==> config.mk <==
export PLATFORM = sky130hd
export DESIGN_NAME = angle_index_motor_positioner
export DESIGN_NICKNAME = d
export VERILOG_FILES = /design/src/rtl/aimp_pkg.sv /design/src/rtl/angle_index_motor_positioner.sv
export SDC_FILE = /design/constraint.sdc
export NUM_CORES = 1
export LEC_CHECK = 0
export BUFFER_PORTS_ARGS = -buffer_cell sky130_fd_sc_hd__clkbuf_2
export CAP_MARGIN = 5
export CORE_UTILIZATION = 45
export DETAILED_ROUTE_END_ITERATION = 12
export GPL_ROUTABILITY_DRIVEN = 0
export PLACE_DENSITY = 0.68
export SLEW_MARGIN = 30
export SYNTH_ARGS = -nofsm -noshare
export SYNTH_HDL_FRONTEND = slang
export SYNTH_SLANG_ARGS = --single-unit
export TNS_END_PERCENT = 100
==> constraint.sdc <==
create_clock -name clk -period 19.26 [get_ports clk]
set_input_delay 0.963 -clock clk [delete_from_list [all_inputs] [get_ports clk]]
set_output_delay 0.963 -clock clk [all_outputs]
set_load 0.05 [all_outputs]
==> src/rtl/aimp_pkg.sv <==
`timescale 1ns / 1ps
// ----------------------------------------------------------------------------
// aimp_pkg
// Shared types and constants of the angle-indexed motor positioner.
// ----------------------------------------------------------------------------
package aimp_pkg;

  // Run phase of the indexing sequence
  typedef enum logic [1:0] {
    RUN_IDLE = 2'd0,
    RUN_REV  = 2'd1,
    RUN_FWD  = 2'd2
  } run_mode_t;

  // Motor drive level
  typedef enum logic [1:0] {
    DRV_STOP = 2'd0,
    DRV_A    = 2'd1,
    DRV_B    = 2'd2
  } drive_t;

  // Configuration register indexes
  localparam logic [2:0] CFG_CYCLE_ANGLE   = 3'd0;
  localparam logic [2:0] CFG_STOP_COUNT    = 3'd1;
  localparam logic [2:0] CFG_DEADBAND      = 3'd2;
  localparam logic [2:0] CFG_MAX_STEP      = 3'd3;
  localparam logic [2:0] CFG_RUN_INTERVAL  = 3'd4;
  localparam logic [2:0] CFG_HOLD_INTERVAL = 3'd5;
  localparam logic [2:0] CFG_DEBOUNCE      = 3'd6;
  localparam logic [2:0] CFG_HOLDOFF       = 3'd7;

  // Angle arithmetic
  localparam logic [9:0] FULL_TURN   = 10'd360;
  localparam logic [9:0] TWO_TURNS   = 10'd720;
  localparam logic [9:0] HALF_TURN   = 10'd180;
  localparam logic [8:0] WRAP_HIGH   = 9'd270;
  localparam logic [8:0] WRAP_LOW    = 9'd90;
  localparam logic [9:0] TRAVEL_MAX  = 10'd1023;
  localparam logic [4:0] KEY_TIME_MAX = 5'd31;

endpackage

==> src/rtl/angle_index_motor_positioner.sv <==
`timescale 1ns / 1ps
// ----------------------------------------------------------------------------
// angle_index_motor_positioner
// Tick-driven indexing controller: runs, travel counting, origin hold, set key.
// ----------------------------------------------------------------------------
// Each input beat is one control tick carrying the raw sensor word, both run
// triggers and the set key; each tick returns exactly one result beat with the
// drive level, run phase, set flag, origin and accumulated travel. A beat is
// first captured in an input register, then one pass of short logic (a 15x9
// constant multiply for the degree conversion, a few mod-360 subtractions and
// compares) updates the controller state and loads the result register. The
// block takes one beat per clock as long as the result side keeps up; a
// stalled result register holds the input register, so one beat waits there.
// Configuration registers reset to the documented defaults and are written
// through cfg_we/cfg_addr/cfg_wdata; the user must write them only while no
// ticks are in flight, which the block itself does not enforce.
module angle_index_motor_positioner
  import aimp_pkg::*;
(
  input  logic        clk,
  input  logic        rst_n,
  // Input ticks
  input  logic        in_tvalid,
  output logic        in_tready,
  // [14:0] sensor_word, [15] forward_trigger, [16] reverse_trigger,
  // [17] set_key, [23:18] zero
  input  logic [23:0] in_tdata,
  // Results
  output logic        out_tvalid,
  input  logic        out_tready,
  // [1:0] drive, [3:2] run_phase, [4] set_active, [13:5] origin_angle,
  // [23:14] travel
  output logic [23:0] out_tdata,
  // Configuration writes
  input  logic        cfg_we,
  input  logic [2:0]  cfg_addr,
  input  logic [9:0]  cfg_wdata
);

  // Configuration registers
  logic [9:0] cycle_angle_r, stop_count_r, run_interval_r, hold_interval_r;
  logic [7:0] deadband_r, max_step_r;
  logic [4:0] debounce_r;
  logic [5:0] holdoff_ticks_r;

  // Controller state
  run_mode_t  run_r, run_nxt;
  drive_t     drive_r, drive_nxt;
  logic [8:0] last_r, last_nxt;
  logic [9:0] travel_r, travel_nxt;
  logic [8:0] origin_r, origin_nxt;
  logic [9:0] wait_r, wait_nxt;
  logic [5:0] holdoff_r, holdoff_nxt;
  logic       set_r, set_nxt;
  logic [4:0] key_time_r, key_time_nxt;
  logic       key_latched_r, key_latched_nxt;

  // Pipeline registers
  logic        in_v_r;
  logic [17:0] in_data_r;
  logic        out_v_r;
  logic [23:0] out_data_r;
  logic [23:0] out_data_nxt;
  logic        adv;

  // Advance when the input register holds a tick and the result slot frees
  assign adv       = in_v_r && (!out_v_r || out_tready);
  assign in_tready = !in_v_r || adv;
  assign out_tvalid = out_v_r;
  assign out_tdata  = out_data_r;

  // Configuration write port
  always_ff @(posedge clk) begin
    if (!rst_n) begin
      cycle_angle_r   <= 10'd360;
      stop_count_r    <= 10'd330;
      deadband_r      <= 8'd10;
      max_step_r      <= 8'd30;
      run_interval_r  <= 10'd100;
      hold_interval_r <= 10'd1000;
      debounce_r      <= 5'd20;
      holdoff_ticks_r <= 6'd50;
    end else if (cfg_we) begin
      case (cfg_addr)
        CFG_CYCLE_ANGLE:   cycle_angle_r   <= cfg_wdata;
        CFG_STOP_COUNT:    stop_count_r    <= cfg_wdata;
        CFG_DEADBAND:      deadband_r      <= cfg_wdata[7:0];
        CFG_MAX_STEP:      max_step_r      <= cfg_wdata[7:0];
        CFG_RUN_INTERVAL:  run_interval_r  <= cfg_wdata;
        CFG_HOLD_INTERVAL: hold_interval_r <= cfg_wdata;
        CFG_DEBOUNCE:      debounce_r      <= cfg_wdata[4:0];
        CFG_HOLDOFF:       holdoff_ticks_r <= cfg_wdata[5:0];
        default: ;
      endcase
    end
  end

  // One controller tick
  always_comb begin
    logic [23:0] prod;
    logic [8:0]  angle;
    logic        fwd, rev, key, proceed, counted, drop;
    logic [4:0]  old_time;
    logic [9:0]  ca_mod, tmp, dev, step;
    logic [10:0] sum;

    prod     = {9'd0, in_data_r[14:0]} * 24'd360;
    angle    = prod[23:15];
    fwd      = in_data_r[15];
    rev      = in_data_r[16];
    key      = in_data_r[17];
    proceed  = 1'b1;
    counted  = 1'b0;
    drop     = 1'b0;
    step     = '0;
    sum      = '0;
    dev      = '0;
    tmp      = '0;
    old_time = key_time_r;

    run_nxt         = run_r;
    drive_nxt       = drive_r;
    last_nxt        = last_r;
    travel_nxt      = travel_r;
    origin_nxt      = origin_r;
    wait_nxt        = wait_r;
    holdoff_nxt     = holdoff_r;
    set_nxt         = set_r;
    key_time_nxt    = key_time_r;
    key_latched_nxt = key_latched_r;

    // Cycle angle reduced modulo one turn
    ca_mod = cycle_angle_r;
    if (ca_mod >= TWO_TURNS) begin
      ca_mod = ca_mod - TWO_TURNS;
    end else if (ca_mod >= FULL_TURN) begin
      ca_mod = ca_mod - FULL_TURN;
    end

    // Debounce the set key and toggle set mode once per press
    if (key) begin
      if (!key_latched_r) begin
        if (key_time_r < KEY_TIME_MAX) key_time_nxt = key_time_r + 5'd1;
        if (old_time > debounce_r) begin
          key_latched_nxt = 1'b1;
          set_nxt         = !set_r;
        end
      end
    end else begin
      key_latched_nxt = 1'b0;
      key_time_nxt    = '0;
    end

    // Set mode: stop and let the origin follow the shaft
    if (set_nxt) begin
      drive_nxt  = DRV_STOP;
      run_nxt    = RUN_IDLE;
      origin_nxt = angle;
      last_nxt   = angle;
      proceed    = 1'b0;
    end

    // Trigger check, gated by holdoff
    if (proceed && run_nxt == RUN_IDLE) begin
      if (holdoff_nxt != '0) begin
        holdoff_nxt = holdoff_nxt - 6'd1;
      end else if (fwd || rev) begin
        last_nxt   = angle;
        travel_nxt = '0;
        if (fwd) begin
          run_nxt = RUN_FWD;
          tmp     = {1'b0, origin_nxt} + ca_mod;
        end else begin
          run_nxt = RUN_REV;
          tmp     = {1'b0, origin_nxt} + FULL_TURN - ca_mod;
        end
        if (tmp >= FULL_TURN) tmp = tmp - FULL_TURN;
        origin_nxt = tmp[8:0];
      end
    end

    // Run sampler: accumulate travel across the wrap
    if (proceed && run_nxt != RUN_IDLE) begin
      if (wait_nxt < run_interval_r) begin
        wait_nxt = wait_nxt + 10'd1;
      end else begin
        wait_nxt = '0;
        if (angle != last_nxt) begin
          if (run_nxt == RUN_FWD) begin
            if (angle > last_nxt) begin
              step    = {1'b0, angle} - {1'b0, last_nxt};
              counted = 1'b1;
            end else if (last_nxt > WRAP_HIGH && angle < WRAP_LOW) begin
              step    = FULL_TURN - {1'b0, last_nxt} + {1'b0, angle};
              counted = 1'b1;
            end
          end else begin
            if (last_nxt > angle) step = {1'b0, last_nxt} - {1'b0, angle};
            else step = FULL_TURN - {1'b0, angle} + {1'b0, last_nxt};
            counted = 1'b1;
          end
          if (counted) begin
            if (step > {2'b00, max_step_r}) begin
              drop = 1'b1;
            end else begin
              sum = {1'b0, travel_nxt} + {1'b0, step};
              travel_nxt = (sum > {1'b0, TRAVEL_MAX}) ? TRAVEL_MAX : sum[9:0];
              last_nxt   = angle;
              if (travel_nxt >= stop_count_r) run_nxt = RUN_IDLE;
            end
          end
        end
        if (!drop) begin
          case (run_nxt)
            RUN_REV: begin
              drive_nxt   = DRV_A;
              holdoff_nxt = holdoff_ticks_r;
            end
            RUN_FWD: begin
              drive_nxt   = DRV_B;
              holdoff_nxt = holdoff_ticks_r;
            end
            default: drive_nxt = DRV_STOP;
          endcase
        end
      end
    end

    // Hold loop: deadband correction toward the origin
    if (proceed && run_nxt == RUN_IDLE) begin
      if (wait_nxt < hold_interval_r) begin
        wait_nxt = wait_nxt + 10'd1;
      end else begin
        wait_nxt = '0;
        dev = FULL_TURN - {1'b0, origin_nxt} + {1'b0, angle};
        if (dev >= FULL_TURN) dev = dev - FULL_TURN;
        if (dev > HALF_TURN) begin
          dev = FULL_TURN - dev;
          if (dev <= {2'b00, deadband_r}) begin
            drive_nxt = DRV_STOP;
          end else begin
            drive_nxt   = DRV_B;
            holdoff_nxt = holdoff_ticks_r;
          end
        end else if (dev <= {2'b00, deadband_r}) begin
          drive_nxt = DRV_STOP;
        end else begin
          drive_nxt   = DRV_A;
          holdoff_nxt = holdoff_ticks_r;
        end
      end
    end

    out_data_nxt = {travel_nxt, origin_nxt, set_nxt, run_nxt, drive_nxt};
  end

  // Control and state registers
  always_ff @(posedge clk) begin
    if (!rst_n) begin
      in_v_r        <= 1'b0;
      out_v_r       <= 1'b0;
      run_r         <= RUN_IDLE;
      drive_r       <= DRV_STOP;
      last_r        <= '0;
      travel_r      <= '0;
      origin_r      <= '0;
      wait_r        <= '0;
      holdoff_r     <= '0;
      set_r         <= 1'b0;
      key_time_r    <= '0;
      key_latched_r <= 1'b0;
    end else begin
      if (in_tready) in_v_r <= in_tvalid;
      if (adv) begin
        out_v_r       <= 1'b1;
        run_r         <= run_nxt;
        drive_r       <= drive_nxt;
        last_r        <= last_nxt;
        travel_r      <= travel_nxt;
        origin_r      <= origin_nxt;
        wait_r        <= wait_nxt;
        holdoff_r     <= holdoff_nxt;
        set_r         <= set_nxt;
        key_time_r    <= key_time_nxt;
        key_latched_r <= key_latched_nxt;
      end else if (out_tready) begin
        out_v_r <= 1'b0;
      end
    end
  end

  // Payload registers
  always_ff @(posedge clk) begin
    if (in_tvalid && in_tready) in_data_r <= in_tdata[17:0];
    if (adv) out_data_r <= out_data_nxt;
  end

  // Set mode keeps the motor stopped and the run idle
  a_set_stops: assert property (@(posedge clk) disable iff (!rst_n)
    set_r |-> (run_r == RUN_IDLE && drive_r == DRV_STOP))
    else $error("set mode with motor running");

  // Origin stays within one turn
  a_origin_range: assert property (@(posedge clk) disable iff (!rst_n)
    origin_r < FULL_TURN[8:0])
    else $error("origin out of range");

  // Input stalls only when a tick waits behind a stalled result
  a_stall_cause: assert property (@(posedge clk) disable iff (!rst_n)
    !in_tready |-> (in_v_r && out_v_r && !out_tready))
    else $error("input stalled without cause");

  // A new result appears only after a tick advanced
  a_result_src: assert property (@(posedge clk) disable iff (!rst_n)
    $rose(out_v_r) |-> $past(adv))
    else $error("result without tick");

endmodule
Word-level counts from Yosys, hierarchy flattened
Index checks and enable logic that the tools add are counted.
W data, S select, Z words.

cells by class
  equality and inequality tests = 13
  mux-type cells = 100
  $lt $le $gt $ge = 18
  reductions and logical operators = 28
  multiply operators = 1
  $add $sub $neg = 21

operators by type and width
  cell                     number
  $mux W10                 29
  $mux W9                  14
  $mux W6                  11
  $mux W2                  21
  $add A10 B9 Y10          3
  $ge A10 B9 Y1 const B    3
  $sub A9 B9 Y10 const A   3
  $mul A15 B6 Y21 const B  1
  $mux W1                  21
  $add A10 B1 Y10 const B  2
  $le A10 B8 Y1            2
  $lt A10 B10 Y1           2
  $sub A10 B9 Y10 const B  2
  $sub A9 B9 Y10           2
  $gt A9 B9 Y1             2
  $reduce_and A2 Y1        8
  $mux W5                  3
  $eq A3 B3 Y1 const B     4
  $add A10 B10 Y11         1
  $gt A11 B10 Y1 const B   1
  $add A9 B10 Y10          1
  $add A9 B9 Y10 const B   1
  $ge A10 B10 Y1           1
  $ge A10 B10 Y1 const B   1
  29 further kinds         42

storage, ports and cells
  output and inout port bits = 26
  input bits = 42
  flip-flop bits (word level) = 166
  word-level logic and storage cells = 203

Logic depth before layout (Yosys ltp)
  word-level depth = 37
  gate-level depth with buffers = 56
  depth with buffers taken out = 56

Worst setup path after synthesis
Ideal clock, no wire load.

  path type = register to register
  from = register in_data_r[7]
  to = register holdoff_r[3]
  arrival = 11206 ps
  stages on the path, launching flop included = 52
  required time = 19138 ps
  slack = 7932 ps
  clock period less this slack = 11328 ps
  setup time = 122 ps
  path buffers = 1
  cell sequence = edfxtp_1 ha_1 fa_1 inv_1 fa_1 inv_1 ha_1 nand2_2 a211oi_4 nor4b_1 or4_4 clkinv_2 o21ai_0 ha_1 ha_1 inv_1 fa_1 nor2b_1 [16 not listed] or3_1 o211ai_2 a21oi_2 mux2i_1 o21ai_1 xnor2_1 ha_1 nand2_1 a21oi_1 o41ai_1 a21o_1 and3_1 a32o_1 and3_1 a211o_1 nor2b_1 o211a_1 a221o_1

on the way
  elaborated cells between the ends (all ways) = 87
  those cells by class = add/sub: 15; mul: 1; order compare: 12; eq/ne: 3; mux: 52; reduce/logical: 4

RTL lines
  item                     line                                 text
  from (decl)              angle_index_motor_positioner.sv:60   logic [17:0] in_data_r;
  from (signal assigned)   angle_index_motor_positioner.sv:294  if (in_tvalid && in_tready) in_data_r <= in_tdata[17:0];
  $mul A15 B6 Y21 *        angle_index_motor_positioner.sv:107  prod = {9'd0, in_data_r[14:0]} * 24'd360;
  $mux W9 *                angle_index_motor_positioner.sv:155  if (set_nxt) begin
  $add A9 B9 Y10           angle_index_motor_positioner.sv:175  tmp = {1'b0, origin_nxt} + FULL_TURN - ca_mod;
  $sub A10 B10 Y10         angle_index_motor_positioner.sv:175
  $mux W10                 angle_index_motor_positioner.sv:170  if (fwd) begin
  $mux W10                 angle_index_motor_positioner.sv:167  end else if (fwd || rev) begin
  $mux W10                 angle_index_motor_positioner.sv:165  if (holdoff_nxt != '0) begin
  $mux W10                 angle_index_motor_positioner.sv:164  if (proceed && run_nxt == RUN_IDLE) begin
  [5 not listed]           -
  named net origin_nxt[5]  angle_index_motor_positioner.sv:51   logic [8:0] origin_r, origin_nxt;
  [4 not listed]           -
  $mux W10 *               angle_index_motor_positioner.sv:231  if (wait_nxt < hold_interval_r) begin
  $mux W10 *               angle_index_motor_positioner.sv:230  if (proceed && run_nxt == RUN_IDLE) begin
  $sub A9 B10 Y10          angle_index_motor_positioner.sv:238  dev = FULL_TURN - dev;
  $le A10 B8 Y1            angle_index_motor_positioner.sv:239  if (dev <= {2'b00, deadband_r}) begin
  $mux W6                  angle_index_motor_positioner.sv:239
  $mux W6 *                angle_index_motor_positioner.sv:237  if (dev > HALF_TURN) begin
  $mux W6 *                angle_index_motor_positioner.sv:231
  $mux W6 *                angle_index_motor_positioner.sv:230
  to (signal assigned)     angle_index_motor_positioner.sv:282  holdoff_r <= holdoff_nxt;
  to (decl)                angle_index_motor_positioner.sv:53   logic [5:0] holdoff_r, holdoff_nxt;

Mark *: on every way through the listed nets, which the timed path passes. The rest lies on a longest branch. The select of a mux whose other input is x is not followed.
A chain may end at the register's enable or synchronous reset.

Worst setup path after layout
  from = register in_data_r[10]
  to = register holdoff_r[3]

on the way
  cells in the longest elaborated chain, start to end = 33
  elaborated cells between the ends (all ways) = 87
  those cells by class = add/sub: 15; mul: 1; order compare: 12; eq/ne: 3; mux: 52; reduce/logical: 4

RTL lines
  item                                                                     line
  $mul A15 B6 Y21 *                                                        angle_index_motor_positioner.sv:107
  parallel branches: the longest is 31 deep, another holds $add A9 B9 Y10  -
  $mux W6 *                                                                angle_index_motor_positioner.sv:230

Every way passes the cells marked *. The select of a mux whose other input is x is not followed.

==> metrics.yaml <==
status:
  run_status: "finished, final reports clean"
worst_hold_path:
  hp-class: "register to register"
  holdPathStages: 2
cts:
  clock_sink_count: 166
  cts.clk_slew.worst_paths_ns: 0.07
  clk_latency_ns: 0.46
  clock_tree.htree_level_count: 4
  clock_tree.root_cell: "clkbuf_16"
  ctsLongestPathBuffers: 2
  cts_made_buffers: 17
  cts_tree: "done"
  post-cts-setup-buffers: 0
  cts_repair_resize_count: 0
  cts_hold_repair.buffers: 0
cells_and_area:
  diodes: 0
  ff_latch_area_um2: 3740
  area.growth.synth_to_final_pct: 8.14
  fin_util_pct: 49.7
  finish.instance_area_um2: 17300
  design.final.nets: 2294
  total_area_of_multi_input_combinational_cells_um2: 11100
  layout-drive-gt1-share_pct: 8.27
  fillCellCount: 3336
global_routing:
  grtUsageMet1_pct: 32.4
  largest_net_degree_at_the_start_of_global_routing: 66
  use_met2_pct: 39.4
  number_of_global_route_vias_before_repair: 13600
  grt_overflow_total: 0
  initial_antenna_violation_count: 0
  grt.met3_usage_pct: 3.48
  grt_first_pass_wirelength_mm: 69.6
  global_route.peak_usage_layer: "met2"
  track_usage_pct: 24.1
worst_setup_path:
  r2r_setup_slack_ns: 5.97
  worstPathMaxFanout: 9
  critical_path_class: "register to register"
  setup.worst_path.start_class: "register"
  path_common_cell: "ha_1"
  worst-r2r-cell-count: 48
  required_time_at_the_worst_slack_endpoint_ns: 19.61
  end_kind: "register"
  cpMaxStageDelayCell: "o22ai_1"
  worst_ep_arrival_time_ns: 13.64
  timing.critical_path.slowest_cell_delay_ns: 0.58
floorplanning:
  io-pin-count: 68
  initial_util_pct: 46.0
  fp.dieArea_um2: 36200
  die_x_um: 190
  fp.coreArea_um2: 34700
  die_h_um: 190
  rows: 68
logic_synthesis:
  syn-instance-count: 1986
  yosysSeqAreaShare_pct: 23.4
  synth-async-reset-ratio_pct: 0
  synth-seq-cells: 166
  mappedNetlistArea_um2: 16000
  synth.net_count: 2273
  edff_count_synth: 42
  synthesis.yosys.warnings: 0
  post_synth_num_cell_types: 100
  post_synth.cell_area_avg_um2: 8.04
  postSynth.topFlopCell: "dfxtp_1"
route:
  postRouteWirelength_mm: 42.8
  via_count: 14300
  dr.first_iter.drc_count: 1199
  wl_per_cell_um: 17.3
  drc: 0
  detailedRoute.firstPassIterationCount: 6
  ant_nets: 0
  via_per_inst: 5.76
placed_design:
  placement.io_buffers: 61
  hpwlAfterDp_mm: 33.2
  placed_area_um2: 16600
flow_run:
  timing.max_cap.violations: 0
timing:
  final-max-slew-violation-count: 0
  max_freq_mhz: 75.2
  time_the_worst_path_needs_with_i_o_delays_and_setup_ns: 13.29
  rsz_0062_raised_after_global_routing: "false"
  layout_worst_path_cycle_share_pct: 69.0
  fin_tns_setup_ns: 0
  slew-limit-headroom_pct: 36.1
  hold_viol: 0
  worstMarginPinSlew_ns: 0.951
  skew_ns: 0.0146
  report.final.setup_viol: 0
==> state kept, by name (all words and copies together) (netlist names) <==
register and cells:
max_step_r 8, wait_r 10, origin_r 9, drive_r 2
key_latched_r 1, last_r 9, run_interval_r 10, run_r 2
in_data_r 18, set_r 1, holdoff_r 6, travel_r 10
key_time_r 5, cycle_angle_r 10, deadband_r 8, out_tdata 24
debounce_r 5, stop_count_r 10, holdoff_ticks_r 6, out_tvalid 1
in_v_r 1, hold_interval_r 10
==> worst max-delay path: cells and delay by family (launching register included) <==
kind | cells | cell delay, ns
DFF | 1 | 0.41
buffers and inverters | 5 | 0.52
adders and majority gates | 9 | 3.48
xor gates and xnor gates | 2 | 0.61
muxes | 5 | 1.53
and+or+nand+nor | 6 | 0.85
AOI/OAI and AO/OA | 21 | 5.73
==> layer usage <==
layer  wire length, um  vias up
met5                 0        -
met4              1070        0
met3              2430       65
met2             19500      432
met1             19900     6695
li1                  -     7075
==> worst paths after layout <==
path                                       from               to
worst max-delay path              in_data_r[10]     holdoff_r[3]
worst min-delay path            stop_count_r[9]  stop_count_r[9]
worst max register to register    in_data_r[10]     holdoff_r[3]
worst min register to register  stop_count_r[9]  stop_count_r[9]
==> cells in the mapped netlist (34+ instances only) <==
| cell | count | area [um^2] |
|---|---|---|
| inv_1 | 223 | 837 |
| nand2_1 | 213 | 800 |
| ha_1 | 206 | 2580 |
| a21oi_1 | 148 | 741 |
| nor2_1 | 126 | 473 |
| dfxtp_1 | 124 | 2480 |
| o21ai_0 | 117 | 586 |
| clkbuf_1 | 51 | 191 |
| nand3_1 | 48 | 240 |
| xnor2_1 | 48 | 420 |
| edfxtp_1 | 42 | 1260 |
| o211ai_1 | 40 | 300 |
| fa_1 | 39 | 781 |
| nor3_1 | 36 | 180 |
| a21o_1 | 34 | 255 |
==> cells by family (layout without fill, tap and decap cells) <==
family | after synthesis | after routing | synth area share [%]
fa+ha+maj | 245 | 245 | 21.0
compound gates | 550 | 550 | 23.0
simple gates | 614 | 614 | 18.8
xor+xnor | 67 | 67 | 3.68
buf+inv | 300 | 334 | 7.22
mux | 44 | 44 | 2.88
flops | 166 | 166 | 23.4
==> layout make-up <==
class	count	area share (%)
inverter	230	5.01
clock inverter	13	0.949
clock buffer	19	2.63
sequential	166	21.7
timing repair buffer	72	2.25
tap	455	3.30
multi-input combinational	1520	64.2
==> cell usage in the layout, fill, tap and decap left out, drive strengths merged, types with 21 or more instances in the layout <==
cell	instances
nor2	126
nand3	48
clkbuf	80
a21oi	151
o211ai	41
edfxtp	42
and3	23
a21o	34
and2	23
nor2b	24
nand2	214
nand2b	33
fa	39
nor3	39
ha	206
xnor2	48
mux2i	28
a31oi	21
inv	233
nand4	23
o21ai	128
dfxtp	124
==> stage by stage <==
step                setup slack, ns  cells  hold WS, ns
global route                   4.90   2475        0.474
floorplan                      7.93   1986        0.432
finish                         5.97   2475        0.458
global placement               6.00   2443        0.441
CTS                            6.08   2475        0.459
detailed placement             6.18   2443        0.449
Power is not shown: default switching activity piles up to over one toggle a cycle in this logic, so the estimate is an artifact.
